<file path="src/hw/rtl/tpc_pkg.sv">
// Shared types, widths and codes for the threshold pixel compactor.
package tpc_pkg;

    localparam int COORD_BITS      = 12;
    localparam int SLOT_BITS       = 16;
    localparam int SLOT_FIELD_BITS = 16;
    localparam int LEVEL_BITS      = 16;
    localparam int FLOW_BITS       = 16;
    localparam int COUNT_BITS      = 17;
    localparam int SCOORD_BITS     = 13;
    localparam int DIM_BITS        = 13;
    localparam int MODE_BITS       = 2;
    localparam int CFG_ADDR_BITS   = 3;
    localparam int CFG_DATA_BITS   = 17;
    localparam int QUEUE_DEPTH     = 4;
    localparam int QUEUE_IDX_BITS  = $clog2(QUEUE_DEPTH);
    localparam int QUEUE_CNT_BITS  = $clog2(QUEUE_DEPTH + 1);

    localparam logic [COUNT_BITS-1:0] COUNT_MAX = '1;

    localparam logic KIND_ENTRY = 1'b0;
    localparam logic KIND_COUNT = 1'b1;

    localparam logic [LEVEL_BITS-1:0] THRESHOLD_RESET    = 16'd32768;
    localparam logic [COUNT_BITS-1:0] MAX_ENTRIES_RESET  = 17'd65536;
    localparam logic [DIM_BITS-1:0]   IMAGE_WIDTH_RESET  = 13'd1024;
    localparam logic [DIM_BITS-1:0]   IMAGE_HEIGHT_RESET = 13'd1024;

    typedef enum logic [MODE_BITS-1:0] {
        MODE_RAW      = 2'd0,
        MODE_CENTRED  = 2'd1,
        MODE_FLOW     = 2'd2,
        MODE_HOUGH    = 2'd3
    } mode_t;

    typedef enum logic [CFG_ADDR_BITS-1:0] {
        REG_MODE         = 3'd0,
        REG_THRESHOLD    = 3'd1,
        REG_MAX_ENTRIES  = 3'd2,
        REG_IMAGE_WIDTH  = 3'd3,
        REG_IMAGE_HEIGHT = 3'd4
    } reg_index_t;

    typedef struct packed {
        mode_t                  mode;
        logic [LEVEL_BITS-1:0]  threshold;
        logic [COUNT_BITS-1:0]  max_entries;
        logic [DIM_BITS-1:0]    image_width;
        logic [DIM_BITS-1:0]    image_height;
    } cfg_t;

    typedef struct packed {
        logic                        rec;
        logic                        rep;
        logic [SLOT_FIELD_BITS-1:0]  slot;
        logic [COUNT_BITS-1:0]       total;
        logic [COORD_BITS-1:0]       x;
        logic [COORD_BITS-1:0]       y;
        logic [LEVEL_BITS-1:0]       level;
        logic [FLOW_BITS-1:0]        flow_u;
        logic [FLOW_BITS-1:0]        flow_v;
    } cmd_t;

endpackage

</file>
<file path="src/hw/rtl/tpc_front.sv">
// Front end: accept pixels, test against the threshold, count and queue work.
module tpc_front (
    input  logic                                 aclk,
    input  logic                                 aresetn,
    input  logic                                 s_valid,
    output logic                                 s_ready,
    input  logic [tpc_pkg::COORD_BITS-1:0]       s_pixel_x,
    input  logic [tpc_pkg::COORD_BITS-1:0]       s_pixel_y,
    input  logic [tpc_pkg::LEVEL_BITS-1:0]       s_level,
    input  logic signed [tpc_pkg::FLOW_BITS-1:0] s_flow_u,
    input  logic signed [tpc_pkg::FLOW_BITS-1:0] s_flow_v,
    input  logic                                 s_frame_end,
    input  tpc_pkg::cfg_t                        cfg,
    input  logic                                 q_full,
    output logic                                 q_wr,
    output tpc_pkg::cmd_t                        q_wdata
);

    logic [tpc_pkg::COUNT_BITS-1:0] pass_count_reg;
    logic [tpc_pkg::COUNT_BITS-1:0] pass_count_next;
    logic [tpc_pkg::COUNT_BITS-1:0] count_inc;
    logic [tpc_pkg::COUNT_BITS-1:0] count_after;
    logic [tpc_pkg::COUNT_BITS-1:0] total;
    logic                           accept;
    logic                           pass;
    logic                           slot_ok;
    logic                           emit_rec;

    assign s_ready  = !q_full;
    assign accept   = s_valid && s_ready;
    assign pass     = s_level >= cfg.threshold;
    assign slot_ok  = (pass_count_reg < cfg.max_entries)
                   && ((pass_count_reg >> tpc_pkg::SLOT_BITS) == '0);
    assign emit_rec = pass && slot_ok;

    always_comb begin
        if (pass_count_reg == tpc_pkg::COUNT_MAX) begin
            count_inc = pass_count_reg;
        end else begin
            count_inc = pass_count_reg + 1'b1;
        end
        count_after = pass ? count_inc : pass_count_reg;
        total = (count_after < cfg.max_entries) ? count_after : cfg.max_entries;
        pass_count_next = pass_count_reg;
        if (accept) begin
            pass_count_next = s_frame_end ? '0 : count_after;
        end
    end

    assign q_wr = accept && (emit_rec || s_frame_end);

    always_comb begin
        q_wdata.rec    = emit_rec;
        q_wdata.rep    = s_frame_end;
        q_wdata.slot   = pass_count_reg[tpc_pkg::SLOT_FIELD_BITS-1:0];
        q_wdata.total  = total;
        q_wdata.x      = s_pixel_x;
        q_wdata.y      = s_pixel_y;
        q_wdata.level  = s_level;
        q_wdata.flow_u = s_flow_u;
        q_wdata.flow_v = s_flow_v;
    end

    always_ff @(posedge aclk) begin
        if (!aresetn) begin
            pass_count_reg <= '0;
        end else begin
            pass_count_reg <= pass_count_next;
        end
    end

endmodule

</file>
<file path="src/hw/rtl/tpc_queue.sv">
// Short command queue between the front and back ends.
module tpc_queue (
    input  logic          aclk,
    input  logic          aresetn,
    input  logic          wr,
    input  tpc_pkg::cmd_t wdata,
    output logic          full,
    input  logic          rd,
    output logic          rvalid,
    output tpc_pkg::cmd_t rdata
);

    tpc_pkg::cmd_t                       entries [tpc_pkg::QUEUE_DEPTH];
    logic [tpc_pkg::QUEUE_IDX_BITS-1:0]  wr_ptr_reg;
    logic [tpc_pkg::QUEUE_IDX_BITS-1:0]  rd_ptr_reg;
    logic [tpc_pkg::QUEUE_CNT_BITS-1:0]  count_reg;
    logic [tpc_pkg::QUEUE_CNT_BITS-1:0]  count_next;

    assign full   = count_reg == tpc_pkg::QUEUE_CNT_BITS'(tpc_pkg::QUEUE_DEPTH);
    assign rvalid = count_reg != '0;
    assign rdata  = entries[rd_ptr_reg];

    always_comb begin
        count_next = count_reg;
        if (wr && !rd) begin
            count_next = count_reg + 1'b1;
        end else if (!wr && rd) begin
            count_next = count_reg - 1'b1;
        end
    end

    always_ff @(posedge aclk) begin
        if (wr) begin
            entries[wr_ptr_reg] <= wdata;
        end
    end

    always_ff @(posedge aclk) begin
        if (!aresetn) begin
            wr_ptr_reg <= '0;
            rd_ptr_reg <= '0;
            count_reg  <= '0;
        end else begin
            if (wr) begin
                wr_ptr_reg <= wr_ptr_reg + 1'b1;
            end
            if (rd) begin
                rd_ptr_reg <= rd_ptr_reg + 1'b1;
            end
            count_reg <= count_next;
        end
    end

`ifndef SYNTHESIS
    a_count_bound: assert property (@(posedge aclk) disable iff (!aresetn)
        count_reg <= tpc_pkg::QUEUE_CNT_BITS'(tpc_pkg::QUEUE_DEPTH))
        else $error("queue count beyond depth");
    a_no_overflow: assert property (@(posedge aclk) disable iff (!aresetn)
        !(wr && full))
        else $error("queue written while full");
    a_no_underflow: assert property (@(posedge aclk) disable iff (!aresetn)
        rd |-> rvalid)
        else $error("queue read while empty");
`endif

endmodule

</file>
<file path="src/hw/rtl/tpc_back.sv">
// Back end: format entry records and count reports into the output register.
module tpc_back (
    input  logic                                   aclk,
    input  logic                                   aresetn,
    input  tpc_pkg::cfg_t                          cfg,
    input  logic                                   cmd_valid,
    input  tpc_pkg::cmd_t                          cmd,
    output logic                                   cmd_pop,
    output logic                                   m_valid,
    input  logic                                   m_ready,
    output logic                                   m_kind,
    output logic [tpc_pkg::SLOT_FIELD_BITS-1:0]    m_slot,
    output logic signed [tpc_pkg::SCOORD_BITS-1:0] m_coord_a,
    output logic signed [tpc_pkg::SCOORD_BITS-1:0] m_coord_b,
    output logic signed [tpc_pkg::FLOW_BITS-1:0]   m_out_u,
    output logic signed [tpc_pkg::FLOW_BITS-1:0]   m_out_v,
    output logic [tpc_pkg::LEVEL_BITS-1:0]         m_strength,
    output logic [tpc_pkg::COUNT_BITS-1:0]         m_total,
    output logic                                   m_last
);

    logic                                   m_valid_reg;
    logic                                   m_valid_next;
    logic                                   rep_pending_reg;
    logic                                   rep_pending_next;
    logic                                   m_kind_reg;
    logic [tpc_pkg::SLOT_FIELD_BITS-1:0]    m_slot_reg;
    logic [tpc_pkg::SCOORD_BITS-1:0]        m_coord_a_reg;
    logic [tpc_pkg::SCOORD_BITS-1:0]        m_coord_b_reg;
    logic [tpc_pkg::FLOW_BITS-1:0]          m_out_u_reg;
    logic [tpc_pkg::FLOW_BITS-1:0]          m_out_v_reg;
    logic [tpc_pkg::LEVEL_BITS-1:0]         m_strength_reg;
    logic [tpc_pkg::COUNT_BITS-1:0]         m_total_reg;
    logic                                   m_last_reg;
    logic                                   load;
    logic                                   do_rec;
    logic [tpc_pkg::SCOORD_BITS-1:0]        x_ext;
    logic [tpc_pkg::SCOORD_BITS-1:0]        y_ext;
    logic [tpc_pkg::SCOORD_BITS-1:0]        rec_a;
    logic [tpc_pkg::SCOORD_BITS-1:0]        rec_b;

    assign load    = !m_valid_reg || m_ready;
    assign do_rec  = cmd.rec && !rep_pending_reg;
    assign cmd_pop = load && cmd_valid && !(do_rec && cmd.rep);

    assign x_ext = tpc_pkg::SCOORD_BITS'(cmd.x);
    assign y_ext = tpc_pkg::SCOORD_BITS'(cmd.y);

    always_comb begin
        case (cfg.mode)
            tpc_pkg::MODE_CENTRED: begin
                rec_a = x_ext - tpc_pkg::SCOORD_BITS'(cfg.image_width >> 1);
                rec_b = tpc_pkg::SCOORD_BITS'(cfg.image_height >> 1) - y_ext;
            end
            default: begin
                rec_a = x_ext;
                rec_b = y_ext;
            end
        endcase
    end

    always_comb begin
        m_valid_next     = m_valid_reg;
        rep_pending_next = rep_pending_reg;
        if (load) begin
            m_valid_next = cmd_valid;
            if (cmd_valid) begin
                rep_pending_next = do_rec && cmd.rep;
            end
        end
    end

    always_ff @(posedge aclk) begin
        if (load && cmd_valid) begin
            if (do_rec) begin
                m_kind_reg     <= tpc_pkg::KIND_ENTRY;
                m_slot_reg     <= cmd.slot;
                m_coord_a_reg  <= rec_a;
                m_coord_b_reg  <= rec_b;
                m_out_u_reg    <= (cfg.mode == tpc_pkg::MODE_FLOW) ? cmd.flow_u : '0;
                m_out_v_reg    <= (cfg.mode == tpc_pkg::MODE_FLOW) ? cmd.flow_v : '0;
                m_strength_reg <= (cfg.mode == tpc_pkg::MODE_HOUGH) ? cmd.level : '0;
                m_total_reg    <= '0;
                m_last_reg     <= !cmd.rep;
            end else begin
                m_kind_reg     <= tpc_pkg::KIND_COUNT;
                m_slot_reg     <= '0;
                m_coord_a_reg  <= '0;
                m_coord_b_reg  <= '0;
                m_out_u_reg    <= '0;
                m_out_v_reg    <= '0;
                m_strength_reg <= '0;
                m_total_reg    <= cmd.total;
                m_last_reg     <= 1'b1;
            end
        end
    end

    always_ff @(posedge aclk) begin
        if (!aresetn) begin
            m_valid_reg     <= 1'b0;
            rep_pending_reg <= 1'b0;
        end else begin
            m_valid_reg     <= m_valid_next;
            rep_pending_reg <= rep_pending_next;
        end
    end

    assign m_valid    = m_valid_reg;
    assign m_kind     = m_kind_reg;
    assign m_slot     = m_slot_reg;
    assign m_coord_a  = $signed(m_coord_a_reg);
    assign m_coord_b  = $signed(m_coord_b_reg);
    assign m_out_u    = $signed(m_out_u_reg);
    assign m_out_v    = $signed(m_out_v_reg);
    assign m_strength = m_strength_reg;
    assign m_total    = m_total_reg;
    assign m_last     = m_last_reg;

`ifndef SYNTHESIS
    a_pending_has_cmd: assert property (@(posedge aclk) disable iff (!aresetn)
        rep_pending_reg |-> (cmd_valid && cmd.rep))
        else $error("report pending without its command");
    a_report_is_last: assert property (@(posedge aclk) disable iff (!aresetn)
        (m_valid_reg && m_kind_reg == tpc_pkg::KIND_COUNT) |-> m_last_reg)
        else $error("count report not marked last");
    a_pending_after_split: assert property (@(posedge aclk) disable iff (!aresetn)
        (load && cmd_valid && do_rec && cmd.rep) |=> (rep_pending_reg && !m_last_reg))
        else $error("entry record with following report mishandled");
`endif

endmodule

</file>
<file path="src/hw/rtl/threshold_pixel_compactor.sv">
// Top level of the threshold pixel compactor: configuration registers and datapath.
//
//   channel  direction  handshake          contents
//   s_       in         s_valid/s_ready    one pixel: coordinates, level, flow, frame end
//   m_       out        m_valid/m_ready    entry record or frame count report
//   cfg_     in         cfg_we             register write, index and data
//
// One pixel is taken per cycle while s_ready is high; results are registered in the queue,
// then in the output register. A frame-end entry record goes out before the count report.
// A four-entry command queue sits between the classifier and the output formatter.
// s_ready drops only when that queue is full. Reset clears the count and all control.
module threshold_pixel_compactor (
    input  logic                                     aclk,
    input  logic                                     aresetn,
    input  logic                                     cfg_we,
    input  logic [tpc_pkg::CFG_ADDR_BITS-1:0]        cfg_index,
    input  logic [tpc_pkg::CFG_DATA_BITS-1:0]        cfg_wdata,
    input  logic                                     s_valid,
    output logic                                     s_ready,
    input  logic [tpc_pkg::COORD_BITS-1:0]           s_pixel_x,
    input  logic [tpc_pkg::COORD_BITS-1:0]           s_pixel_y,
    input  logic [tpc_pkg::LEVEL_BITS-1:0]           s_level,
    input  logic signed [tpc_pkg::FLOW_BITS-1:0]     s_flow_u,
    input  logic signed [tpc_pkg::FLOW_BITS-1:0]     s_flow_v,
    input  logic                                     s_frame_end,
    output logic                                     m_valid,
    input  logic                                     m_ready,
    output logic                                     m_kind,
    output logic [tpc_pkg::SLOT_FIELD_BITS-1:0]      m_slot,
    output logic signed [tpc_pkg::SCOORD_BITS-1:0]   m_coord_a,
    output logic signed [tpc_pkg::SCOORD_BITS-1:0]   m_coord_b,
    output logic signed [tpc_pkg::FLOW_BITS-1:0]     m_out_u,
    output logic signed [tpc_pkg::FLOW_BITS-1:0]     m_out_v,
    output logic [tpc_pkg::LEVEL_BITS-1:0]           m_strength,
    output logic [tpc_pkg::COUNT_BITS-1:0]           m_total,
    output logic                                     m_last
);

    tpc_pkg::cfg_t cfg_reg;
    logic          q_wr;
    logic          q_full;
    logic          q_rd;
    logic          q_rvalid;
    tpc_pkg::cmd_t q_wdata;
    tpc_pkg::cmd_t q_rdata;

    always_ff @(posedge aclk) begin
        if (!aresetn) begin
            cfg_reg.mode         <= tpc_pkg::MODE_RAW;
            cfg_reg.threshold    <= tpc_pkg::THRESHOLD_RESET;
            cfg_reg.max_entries  <= tpc_pkg::MAX_ENTRIES_RESET;
            cfg_reg.image_width  <= tpc_pkg::IMAGE_WIDTH_RESET;
            cfg_reg.image_height <= tpc_pkg::IMAGE_HEIGHT_RESET;
        end else if (cfg_we) begin
            case (cfg_index)
                tpc_pkg::REG_MODE: begin
                    cfg_reg.mode <= tpc_pkg::mode_t'(cfg_wdata[tpc_pkg::MODE_BITS-1:0]);
                end
                tpc_pkg::REG_THRESHOLD: begin
                    cfg_reg.threshold <= cfg_wdata[tpc_pkg::LEVEL_BITS-1:0];
                end
                tpc_pkg::REG_MAX_ENTRIES: begin
                    cfg_reg.max_entries <= cfg_wdata[tpc_pkg::COUNT_BITS-1:0];
                end
                tpc_pkg::REG_IMAGE_WIDTH: begin
                    cfg_reg.image_width <= cfg_wdata[tpc_pkg::DIM_BITS-1:0];
                end
                tpc_pkg::REG_IMAGE_HEIGHT: begin
                    cfg_reg.image_height <= cfg_wdata[tpc_pkg::DIM_BITS-1:0];
                end
                default: begin
                end
            endcase
        end
    end

    tpc_front u_front (
        .aclk        (aclk),
        .aresetn     (aresetn),
        .s_valid     (s_valid),
        .s_ready     (s_ready),
        .s_pixel_x   (s_pixel_x),
        .s_pixel_y   (s_pixel_y),
        .s_level     (s_level),
        .s_flow_u    (s_flow_u),
        .s_flow_v    (s_flow_v),
        .s_frame_end (s_frame_end),
        .cfg         (cfg_reg),
        .q_full      (q_full),
        .q_wr        (q_wr),
        .q_wdata     (q_wdata)
    );

    tpc_queue u_queue (
        .aclk    (aclk),
        .aresetn (aresetn),
        .wr      (q_wr),
        .wdata   (q_wdata),
        .full    (q_full),
        .rd      (q_rd),
        .rvalid  (q_rvalid),
        .rdata   (q_rdata)
    );

    tpc_back u_back (
        .aclk       (aclk),
        .aresetn    (aresetn),
        .cfg        (cfg_reg),
        .cmd_valid  (q_rvalid),
        .cmd        (q_rdata),
        .cmd_pop    (q_rd),
        .m_valid    (m_valid),
        .m_ready    (m_ready),
        .m_kind     (m_kind),
        .m_slot     (m_slot),
        .m_coord_a  (m_coord_a),
        .m_coord_b  (m_coord_b),
        .m_out_u    (m_out_u),
        .m_out_v    (m_out_v),
        .m_strength (m_strength),
        .m_total    (m_total),
        .m_last     (m_last)
    );

endmodule
</file>
<file path="config.mk">
export PLATFORM = sky130hd
export DESIGN_NAME = threshold_pixel_compactor
export DESIGN_NICKNAME = d
export VERILOG_FILES = /design/src/hw/rtl/tpc_pkg.sv /design/src/hw/rtl/tpc_front.sv /design/src/hw/rtl/tpc_queue.sv /design/src/hw/rtl/tpc_back.sv /design/src/hw/rtl/threshold_pixel_compactor.sv
export SDC_FILE = /design/constraint.sdc
export NUM_CORES = 1
export LEC_CHECK = 0
export ABC_AREA = 0
export CAP_MARGIN = 30
export CORE_MARGIN = 2
export CORE_UTILIZATION = 35
export DETAILED_ROUTE_END_ITERATION = 12
export DONT_BUFFER_PORTS = 1
export SYNTH_ARGS = -nofsm -noshare
export SYNTH_HDL_FRONTEND = slang
export SYNTH_HIERARCHICAL = 1
export SYNTH_SLANG_ARGS = --single-unit
</file>
<file path="constraint.sdc">
create_clock -name aclk -period 16 [get_ports aclk]
set_input_delay 0 -clock aclk [delete_from_list [all_inputs] [get_ports aclk]]
set_output_delay 0 -clock aclk [all_outputs]
set_load 0.02 [all_outputs]
</file>
-- Word-level counts from Yosys, hierarchy flattened
Memory sizes are Yosys's and may differ from the RTL's. A register that Yosys moved wholly into a read port is not among the register bits.
Index checks and enable logic that the tools add are counted.
- bits in registers: 196
- bits in writable memories: 428
- input port bits: 98
- output and inout port bits: 111
- logic and storage cells: 87
- memories: 1
- add/sub/neg operators: 7
- magnitude comparators: 3
- equality and inequality tests: 9
- multiplexer cells: 13
- reduce and logical (&&, ||, !) cells: 32
- memory list (name ; words ; bits a word ; rd ports ; clocked after Yosys merged registers in ; write ports ; line ; text):
    u_queue.entries ; 4 ; 107 ; 1 ; 1 ; 1 ; tpc_queue.sv:13 ; tpc_pkg::cmd_t entries [tpc_pkg::QUEUE_DEPTH];
- operator list (operator ; number):
    two-way mux 17 bit ; 4
    < comparator 17 bit ; 2
    subtractor 12 x 12 -> 13 bit ; 2
    two-way mux 12 bit ; 2
    AND reduction 2 bit ; 9
    adder 17 x 1 -> 17 bit (second input constant) ; 1
    == test 17 bit (second input constant) ; 1
    zero test 17 bit ; 1
    greater-or-equal comparator 16 bit ; 1
    logical AND 1 bit ; 10
    zero test 1 bit ; 7
    == test 3 x 2 -> 1 bit (second input constant) ; 2
    == test 3 bit (second input constant) ; 2
    two-way mux 3 bit ; 2
    adder 2 x 1 -> 2 bit (second input constant) ; 2
    == test 2 bit (second input constant) ; 2
    two-way mux 2 bit ; 2
    adder 3 x 1 -> 3 bit (second input constant) ; 1
    == test 3 x 1 -> 1 bit (second input constant) ; 1
    zero test 3 bit ; 1
    two-way mux 1 bit ; 3
    nonzero test 3 bit ; 1
    subtractor 3 x 1 -> 3 bit (second input constant) ; 1
    == test 2 x 1 -> 1 bit (second input constant) ; 1
    other kinds (2) ; 3

-- Longest topological paths before layout
Gate-level depths: netlist (run 1).
- depth after elaboration: 9
- gate-level depth with buffers: 17
- mapped depth without buffers: 15

-- Hierarchy
The synthesis (run 1) kept the hierarchy.
- by module, submodules not included (module ; times used ; cells an instance ; area each (µm²) ; seq. area each (µm²)):
    tpc_queue ; 1 ; 602 ; 15855.2 ; 13032.5
    tpc_back ; 1 ; 455 ; 5460.2 ; 3313.2
    tpc_front ; 1 ; 421 ; 3337.0 ; 340.3
    threshold_pixel_compactor ; 1 ; 223 ; 2314.7 ; 1221.2

-- Least setup slack after synthesis (run 1)
Ideal clock, no wire load.
- kind: register to register
- start point: reg cfg_reg[56] in the netlist's numbering
- end point: mem u_queue/entries[0][0] in the netlist's numbering (enable)
- library setup time: 478 ps
- data arrival time: 5156 ps
- data required time: 15522 ps
- setup slack: 10366 ps
- cell stages (with the launch flop): 11
- path buffers: 1
- period minus slack after synthesis: 5634 ps
- cells stage by stage: dfxtp_1 -> inv_1 -> ha_1 -> nand4_2 -> or4_1 -> o32a_2 -> nand2_1 -> buf_2 -> a21oi_1 -> a211oi_1 -> and2_1
- word-level cells in the longest chain between the ends: 6
- ends and longest elaborated chain (item ; line ; text):
    start, declared ; threshold_pixel_compactor.sv:39 ; tpc_pkg::cfg_t cfg_reg;
    greater-or-equal comparator 16 bit ; tpc_front.sv:31 ; assign pass = s_level >= cfg.threshold;
    logical AND 1 bit ; tpc_front.sv:34 ; assign emit_rec = pass && slot_ok;
    logical OR 1 bit ; tpc_front.sv:50 ; assign q_wr = accept && (emit_rec || s_frame_end);
    logical AND 1 bit ; tpc_front.sv:50 ;
    via q_wr ; threshold_pixel_compactor.sv:40 ; logic q_wr;
    two-way mux 1 bit ; tpc_queue.sv:33 ; if (wr) begin
    two-way mux 1 bit (implied by the code) ; tpc_queue.sv:34 ; entries[wr_ptr_reg] <= wdata;
    end, declared ; tpc_queue.sv:13 ;
The timed path passes the listed nets, and every way through them passes these cells.

==> results of run 1 <==
## worst min-delay path by stage
stage | slack, ns | start | cells after the start | end
finish | 0.1 | s_pixel_x[0] | 1 | u_queue/entries[2][60]$_DFFE_PP_
global route | 0.09 | s_pixel_y[6] | 1 | u_queue/entries[3][54]$_DFFE_PP_
CTS | 0.04 | aresetn | 3 | cfg_reg[41]$_SDFFE_PN0P_
detailed placement | 0.1 | s_pixel_y[5] | 0 | u_queue/entries[0][53]$_DFFE_PP_
global placement | 0.1 | s_pixel_y[5] | 0 | u_queue/entries[2][53]$_DFFE_PP_
floorplan | 0.12 | aresetn | 1 | u_back/rep_pending_reg$_SDFFE_PN0P_
## layout make-up
cell class / instances / area (sq um)
Clock buffer: 83 / 1790
Inverter: 70 / 275
Timing Repair Buffer: 130 / 1400
Sequential cell: 624 / 17900
Multi-Input combinational cell: 842 / 7690
Fill cell: 6930 / 45300
Clock inverter: 40 / 459
Tap cell: 1030 / 1290
## power by group through the flow
stage	sequential [W]	combinational, W	clock [W]
global route	0.00242	0.000876	0.00168
detailed placement	0.00244	0.000777	0
global placement	0.00243	0.000753	0
finish	0.00239	0.000800	0.00157
CTS	0.00240	0.000819	0.00162
floorplan	0.00236	0.000601	0
## worst register-to-register path, delay by kind of cell, from the launching register on
kind	cells	cell delay [ns]
XOR/XNOR	1	0.24
buffers and inverters	1	0.04
flip-flops	1	0.33
multiplexers	1	0.46
AND/OR/NAND/NOR	4	1.04
adder cells (fa/ha/maj)	2	0.60
AO/OA/AOI/OAI	6	2.14
## metal layers
layer  GRT usage  wire length [um]  vias up
met4      0.0441              1100        8
met5           0                48        -
met3      0.0434              4260       84
met2       0.265             30900      412
li1            -                 -     6444
met1       0.210             27200     7285
## repair_timing
item                                   4_1_cts  5_1_grt
hold buffers                               108        0
endpoints found under the hold margin      379        0
setup endpoints to repair                    0        0
buffers inserted                             0        0
gates resized for setup                      0        0
## through the flow
stage | total power [W] | hold slack, ns
3_3_place_gp | 0.00319 | 0.0991
6_report | 0.00476 | 0.0993
5_1_grt | 0.00498 | 0.0859
2_1_floorplan | 0.00296 | 0.122
3_5_place_dp | 0.00321 | 0.0990
4_1_cts | 0.00484 | 0.0400
## cells in the final DEF (no fill, tap or decap), drive strengths merged, types with 16 or more instances in the layout
cell type and instances:
dlygate4sd3 107, dfxtp 87, mux4 107, o21ai 35, clkinv 26, and2 95
clkbuf 83, nor2 37, mux2 17, a21oi 51, nor2b 16, ha 78
mux2i 64, nand2 123, xnor2 17, inv 75, nand3 20, or3 18
buf 23, edfxtp 537
==> impl_metrics.toml, run 1 <==
[critical_path]
crit_end = "u_queue/entries[3][78]$_DFFE_PP_"
required_ns = 16.33
arrival_ns = 5.45
path_delay_family = "compound AO/OA/AOI/OAI gates"
setup.worst_path.start = "cfg_reg[54]$_SDFFE_PN0P_"
worst-path-buf-inv = 1
worstPathMaxFanout = 16
r2r_slack_ns = 10.88
r2r_end = "u_queue/entries[3][78]$_DFFE_PP_"
reg2reg_depth = 15
startpoint_type = "register"
cp-end-kind = "register"
r2r_start = "cfg_reg[54]$_SDFFE_PN0P_"
slowest_delay_ns = 0.68
path_cells = "inv_1, ha_1, nand4_1, or4_1, o32a_2, a211oi_4, nand3_1, xnor2_1, ha_1, nand4_1, o21ai_0, a31oi_1, a32oi_1, a21oi_4, mux2_1"
cp_slowest_cell = "a211oi_4"
setup.worst_path.class = "register to register"
crit_cells = 15

[finish]
antenna_cells = 0
syn2layout_area_growth_pct = 14.4
postLayoutCoreUtil = 0.405
drive_gt1_frac = 0.153
largest_register_ffs = 428
final_cell_area_sq_um = 30800
fin_cells = 2819
fin_nets = 1915

[power_and_ir_drop]
combPwrFrac = 0.168
powerDensity_nw_per_um2 = 155
p_int_w = 0.00333
ir_worst_vdd_mv = 0.0676
clockPowerShare = 0.330
p_sw_w = 0.00143
p_seq_frac = 0.502
swShare = 0.300
leakagePower_nw = 10.5

[floorplanning]
die-height_um = 281
fp-row-count = 101
dieArea_sq_um = 79100
die_w_um = 281
start_util = 0.354
core-area_sq_um = 76100
pin_count = 209

[timing]
min_period_ns = 5.12
finalCritPeriodShare = 0.320
hold_viol_final = 0
drv_slew = 0
grt_setup_unrepaired = "false"
fmax_mhz = 195
fin_skew_ns = 0.0271
setup_tns_ns = 0
fin_ws_ns = 10.88
worstMarginPinSlew_ns = 1.05
finalSetupViolCount = 0
slew_headroom = 0.295

[clock_network]
cts_tree = "yes"
clk_latency_ns = 0.62
cts.clk_slew.worst_paths_ns = 0.06
htree_levels = 3
clockRootBuffer = "clkbuf_16"
cts_buffers = 68
max-clock-path-buffers = 3
numClockSinks = 624

[drt]
drc = 0
ant_nets = 0
vias_per_cell = 5.05
firstDrtPassIters = 6
num_vias = 14200
first_iter_violations = 1177
drt_wl_total_um = 63500
wl_per_cell_um = 22.5

[global_route]
overflow = 0
grt_pass1_wl_um = 94000
antenna_found_initial = 7
grt_pass1_vias = 14600
gr-usage-all-layers = 0.161
grt_max_degree = 104

[place]
place_inst = 2588
place.gp.congestion = 0.863
io_buffers = 0
dpl_cell_area_sq_um = 27400
dp_hpwl_um = 40600
preCtsSetupSlack_ns = 10.93

[synthesis]
syn_nets = 1874
netlist_area_sq_um = 26900
yosysWarnings = 6
avgSynthCellArea_sq_um = 15.9
synthCells = 1695

[run]
max-cap-violations = 0

[outcome]
status = "completed"

[worst_hold_path]
hp-class = "input port to register"
Note: power is estimated with default switching activity, not from simulation.
==> run 2, diff against run 1 <==
==> constraint.sdc (replaced) <==
create_clock -name aclk -period 4.6 [get_ports aclk]
set_input_delay 0 -clock aclk [delete_from_list [all_inputs] [get_ports aclk]]
set_output_delay 0 -clock aclk [all_outputs]
set_load 0.02 [all_outputs]
==> run 2 against run 1 <==
Net effect: utilization is 0.96 points higher; routed wire length is 1.2% lower; combinational power grew to 3.6 times the previous value; first-iteration DRC count is 2.9% lower; sequential cell count stayed put; largest power group unchanged; clock power grew to 3.7 times the previous value; global-route usage is 0.25 points lower; cell area is 2.4% higher; clock-buffer cell count is 1 higher; critical path depth is 2 higher; non-clock buffer count is 38 higher; critical endpoint is now u_queue/entries[2][80]$_DFFE_PP_; sequential share of layout area is 1.3 points lower.
==> impl_metrics.toml, run 2 (synthesis results as in run 1) <==
[outcome]
status = "completed"

[place]
preCtsSetupSlack_ns = 0.111
place.gp.congestion = 0.817
io_buffers = 0
dp_hpwl_um = 40300
place_inst = 2624

[global_route]
grt_pass1_wl_um = 93700
overflow = 0
antenna_found_initial = 7
grt_pass1_vias = 15000
grt_max_degree = 106
gr-usage-all-layers = 0.159

[finish]
postLayoutCoreUtil = 0.414
syn2layout_area_growth_pct = 17.1
drive_gt1_frac = 0.186
fin_cells = 2869
final_common_cell = "edfxtp_1"
mostFrequentLayoutCells = "edfxtp_1 (537), nand2_1 (120), mux4_2 (107)"
fin_nets = 1956
fillers = 6860
largest_register_ffs = 428

[floorplanning]
die-height_um = 281
die_w_um = 281
core-area_sq_um = 76100
pin_count = 209
dieArea_sq_um = 79100
fp-row-count = 101
start_util = 0.354

[critical_path]
cp-end-kind = "register"
startpoint_type = "register"
required_ns = 4.93
slowest_delay_ns = 0.55
r2r_slack_ns = 0.14
setup.worst_path.class = "register to register"
cp_slowest_cell = "or4_4"
path_cells = "inv_1, ha_1, nand4_2, or4_4, o32a_4, a211oi_4, buf_12, nand3_2, xnor2_2, ha_1, nand4_1, o21ai_1, a31oi_2, a32oi_2, a21oi_4, buf_12, mux2_2"
r2r_start = "cfg_reg[56]$_SDFFE_PN0P_"
arrival_ns = 4.79
worstPathMaxFanout = 8
r2r_end = "u_queue/entries[2][80]$_DFFE_PP_"
reg2reg_depth = 17

[worst_hold_path]
whs_path_depth = 1
hp-class = "input port to register"
whs_endpoint = "u_queue/entries[2][53]$_DFFE_PP_"
min_from = "s_pixel_y[5]"

[drt]
first_iter_violations = 1143
wl_per_cell_um = 21.9
drc = 0
vias_per_cell = 5.00
num_vias = 14300
ant_nets = 0
firstDrtPassIters = 5
drt_wl_total_um = 62700

[timing]
worstMarginPinSlew_ns = 1.06
setup_tns_ns = 0
finalSetupViolCount = 0
min_period_ns = 4.46
fmax_mhz = 224
fin_skew_ns = 0.0324
drv_slew = 0
finalCritPeriodShare = 0.969
slew_headroom = 0.291
fin_ws_ns = 0.144
grt_setup_unrepaired = "false"
hold_viol_final = 0

[clock_network]
clockRootBuffer = "clkbuf_16"
numClockSinks = 624
htree_levels = 3
cts_buffers = 71
max-clock-path-buffers = 3
cts.clk_slew.worst_paths_ns = 0.06
cts_tree = "yes"
clk_latency_ns = 0.62

[run]
max-cap-violations = 0

[power_and_ir_drop]
total_power_w = 0.0170
powerDensity_nw_per_um2 = 539
ir_worst_vdd_mv = 0.237
leakagePower_nw = 10.9
run 2: cell types whose count changed in the layout (fill, tap and decap cells not counted), moves of 4 or more:
cell           previous run  this run
mux2_4                    0         7
dlygate4sd3_1           107       103
clkinv_2                 13         6
diode_2                   0         4
buf_12                    0        15
clkinv_1                  8        12
mux2_1                   10         2
buf_4                    14        45
run 2: worst max-delay path by stage:
stage	to	cells after the start	from	slack, ns
global placement	u_queue/entries[2][80]$_DFFE_PP_	17	cfg_reg[56]$_SDFFE_PN0P_	0.24
detailed placement	u_queue/entries[3][84]$_DFFE_PP_	17	cfg_reg[56]$_SDFFE_PN0P_	0.11
finish	u_queue/entries[2][80]$_DFFE_PP_	17	cfg_reg[56]$_SDFFE_PN0P_	0.14
global route	u_queue/entries[0][83]$_DFFE_PP_	17	cfg_reg[52]$_SDFFE_PN0P_	0.008
CTS	u_queue/entries[0][80]$_DFFE_PP_	17	cfg_reg[56]$_SDFFE_PN0P_	0.11
floorplan	u_queue/entries[1][0]$_DFFE_PP_	10	cfg_reg[56]$_SDFFE_PN0P_	0.12
run 2: through the flow:
step / area (sq um) / hold slack, ns
2_1_floorplan: 26900 / 0.122
3_3_place_gp: 27700 / 0.0990
3_5_place_dp: 27800 / 0.0990
4_1_cts: 31300 / 0.0522
5_1_grt: 31500 / 0.0665
6_report: 31500 / 0.0896
run 2: what timing repair did:
item / CTS / global route
endpoints found under the setup margin: 0 / 69
gates resized for setup: 0 / 30
hold buffers: 102 / 2
setup buffers: 0 / 3
hold endpoints to repair: 379 / 16
run 2: where the power goes:
group	total, W	switching (W)	internal [W]
clock	0.00583	0.00235	0.00348
sequential	0.00826	0.00103	0.00723
combinational	0.00288	0.00166	0.00122
run 2: final cells by class:
class                   count  area, sq um  area share
repair buffers            168         1800      0.0573
diodes                      4         10.0    0.000318
clock buffers              84         1840      0.0583
flip-flops and latches    624        17900       0.567
clock inverters            47          617      0.0196
multi-input cells         842         7800       0.248
inverters                  70          275     0.00874
well taps                1030         1290      0.0409
run 2: per-layer routing:
layer  global-route usage  share of wire  vias to the layer above
met5                    0        0.00043                        -
met4               0.0528          0.027                        4
met3               0.0408          0.069                      114
met2                0.262           0.48                      417
met1                0.203           0.42                     7282
li1                     -              -                     6532
run 2: critical path: cells and delay by family, from the launching register on:
family | cells | cell delay [ns]
multiplexers | 1 | 0.37
AO/OA/AOI/OAI | 6 | 1.33
adder cells (fa/ha/maj) | 2 | 0.62
flip-flops | 1 | 0.32
AND/OR/NAND/NOR | 4 | 0.97
XOR/XNOR | 1 | 0.17
buffers and inverters | 3 | 0.39
==> run 3, diff against run 2 <==
--- a/config.mk
+++ b/config.mk
@@ -11,6 +11,7 @@
 export CORE_UTILIZATION = 35
 export DETAILED_ROUTE_END_ITERATION = 12
 export DONT_BUFFER_PORTS = 1
+export SETUP_SLACK_MARGIN = 0.2
 export SYNTH_ARGS = -nofsm -noshare
 export SYNTH_HDL_FRONTEND = slang
 export SYNTH_HIERARCHICAL = 1
==> run 3 against run 2 <==
Net effect: critical path depth grew 1; cell count grew 0.17%; worst setup slack gained 0.062 ns; clock skew shrank 0.0015 ns; utilization grew 0.28 points; non-clock buffer count grew 7; combinational power is essentially flat; global-route usage grew 0.10 points; via count grew 0.90%; critical endpoint unchanged.
==> impl_metrics.toml, run 3 (synthesis results as in run 1) <==
[power_and_ir_drop]
p_sw_w = 0.00505
ir_worst_vdd_mv = 0.237
p_seq_frac = 0.487
clockPowerShare = 0.343
leakagePower_nw = 11.0
p_int_w = 0.0119
powerDensity_nw_per_um2 = 536
swShare = 0.297
combPwrFrac = 0.170

[finish]
fillers = 6848
fin_nets = 1963
mostFrequentLayoutCells = "edfxtp_1 (537), nand2_1 (120), mux4_2 (107)"
drive_gt1_frac = 0.201
syn2layout_area_growth_pct = 17.9
largest_register_ffs = 428
final_common_cell = "edfxtp_1"

[timing]
fin_skew_ns = 0.0309
setup_tns_ns = 0
finalSetupViolCount = 0
finalCritPeriodShare = 0.955
grt_setup_unrepaired = "true"
hold_viol_final = 0
fmax_mhz = 228
slew_headroom = 0.314
drv_slew = 0
hold_slack_ns = 0.0905
min_period_ns = 4.39
worstMarginPinSlew_ns = 1.03

[critical_path]
reg2reg_depth = 18
arrival_ns = 4.73
setup.worst_path.class = "register to register"
cp-end-kind = "register"
worstPathMaxFanout = 8
worst-path-buf-inv = 4
r2r_slack_ns = 0.21
cp_common_cell = "buf_12"
path_delay_family = "compound AO/OA/AOI/OAI gates"
cp_slowest_cell = "or4_4"
crit_cells = 18
setup.worst_path.start = "cfg_reg[55]$_SDFFE_PN0P_"
required_ns = 4.94
startpoint_type = "register"
r2r_end = "u_queue/entries[2][80]$_DFFE_PP_"
crit_end = "u_queue/entries[2][80]$_DFFE_PP_"
slowest_delay_ns = 0.54
path_cells = "inv_1, ha_4, nand4_4, or4_4, o32a_4, a211oi_4, buf_12, nand3_4, xnor2_2, ha_1, nand4_1, nor2_2, a31oi_2, a32oi_2, a21oi_4, buf_6, buf_12, mux2_4"
r2r_start = "cfg_reg[55]$_SDFFE_PN0P_"

[drt]
firstDrtPassIters = 7
vias_per_cell = 5.04
wl_per_cell_um = 21.9
num_vias = 14500
ant_nets = 0
first_iter_violations = 1247
drc = 0
drt_wl_total_um = 63000

[clock_network]
cts_buffers = 71
clockRootBuffer = "clkbuf_16"
cts.clk_slew.worst_paths_ns = 0.06
cts_tree = "yes"
max-clock-path-buffers = 3
clk_latency_ns = 0.62
htree_levels = 3
numClockSinks = 624

[place]
dp_hpwl_um = 40300
place.gp.congestion = 0.817
io_buffers = 0

[floorplanning]
die_w_um = 281
die-height_um = 281
fp-row-count = 101
dieArea_sq_um = 79100
core-area_sq_um = 76100
pin_count = 209
start_util = 0.354

[worst_hold_path]
hp-class = "input port to register"
min_from = "s_pixel_x[0]"

[global_route]
overflow = 0
grt_max_degree = 106
grt_pass1_vias = 15100
grt_pass1_wl_um = 94200
antenna_found_initial = 7
gr-usage-all-layers = 0.160

[run]
max-cap-violations = 0

[outcome]
status = "completed"
==> run 3: cell types whose count changed in the layout (fill, tap and decap cells not counted), moves of 3 or more <==
cell | before | now
xnor2_2 | 4 | 7
xnor2_1 | 13 | 10
mux2_2 | 8 | 2
ha_1 | 76 | 72
buf_4 | 45 | 49
inv_2 | 0 | 3
dfxtp_1 | 85 | 78
ha_4 | 1 | 5
dfxtp_2 | 0 | 7
mux2_4 | 7 | 15
inv_1 | 68 | 65
==> run 3: how the worst min path moves through the flow <==
stage,to,depth (start not counted),slack [ns]
3_3_place_gp,u_queue/entries[0][0]$_DFFE_PP_,0,0.1
6_report,u_queue/entries[2][60]$_DFFE_PP_,1,0.09
3_5_place_dp,u_queue/entries[0][26]$_DFFE_PP_,0,0.1
5_1_grt,u_queue/entries[3][59]$_DFFE_PP_,1,0.07
2_1_floorplan,u_back/rep_pending_reg$_SDFFE_PN0P_,1,0.12
4_1_cts,u_queue/entries[3][8]$_DFFE_PP_,1,0.05
==> run 3: power groups by stage <==
stage / Combinational [W] / Sequential [W] / Clock (W)
after floorplan: 0.00209 / 0.00819 / 0
after global placement: 0.00276 / 0.00840 / 0
after detailed placement: 0.00279 / 0.00841 / 0
after CTS: 0.00294 / 0.00831 / 0.00600
after global routing: 0.00320 / 0.00837 / 0.00623
final: 0.00289 / 0.00826 / 0.00583
==> run 3: area by class of cell <==
class                      count  area (sq um)  share of cell area
inverter                      70           275             0.00868
sequential                   624         17900               0.564
tap                         1030          1290              0.0406
timing repair buffer         175          1880              0.0593
multi-input combinational    842          7930               0.250
clock inverter                47           617              0.0195
clock buffer                  84          1840              0.0579
antenna                        2          5.00            0.000158
==> run 3: timing repair <==
item	4_1_cts	5_1_grt
hold buffers	102	2
cloned	1	0
setup endpoints to repair	64	65
pin swaps	0	17
gates resized for setup	16	51
endpoints found under the hold margin	379	16
setup buffers	8	2
==> run 3: layer usage <==
metal | global-route usage | part of all wire | vias up
met5 | 0 | 0.00043 | -
met4 | 0.0536 | 0.026 | 4
met3 | 0.0404 | 0.071 | 108
met2 | 0.264 | 0.48 | 460
met1 | 0.204 | 0.42 | 7358
li1 | - | - | 6548
==> run 3: metrics by stage <==
stage | instances | total power (W) | utilization | area (sq um) | setup slack [ns]
2_1_floorplan | 1695 | 0.0103 | - | 26900 | 0.120
3_3_place_gp | 2623 | 0.0112 | 0.365 | 27700 | 0.237
3_5_place_dp | 2624 | 0.0112 | 0.365 | 27800 | 0.111
4_1_cts | 2866 | 0.0172 | 0.413 | 31400 | 0.199
5_1_grt | 2874 | 0.0178 | 0.417 | 31700 | 0.0825
6_report | 2874 | 0.0170 | 0.417 | 31700 | 0.206
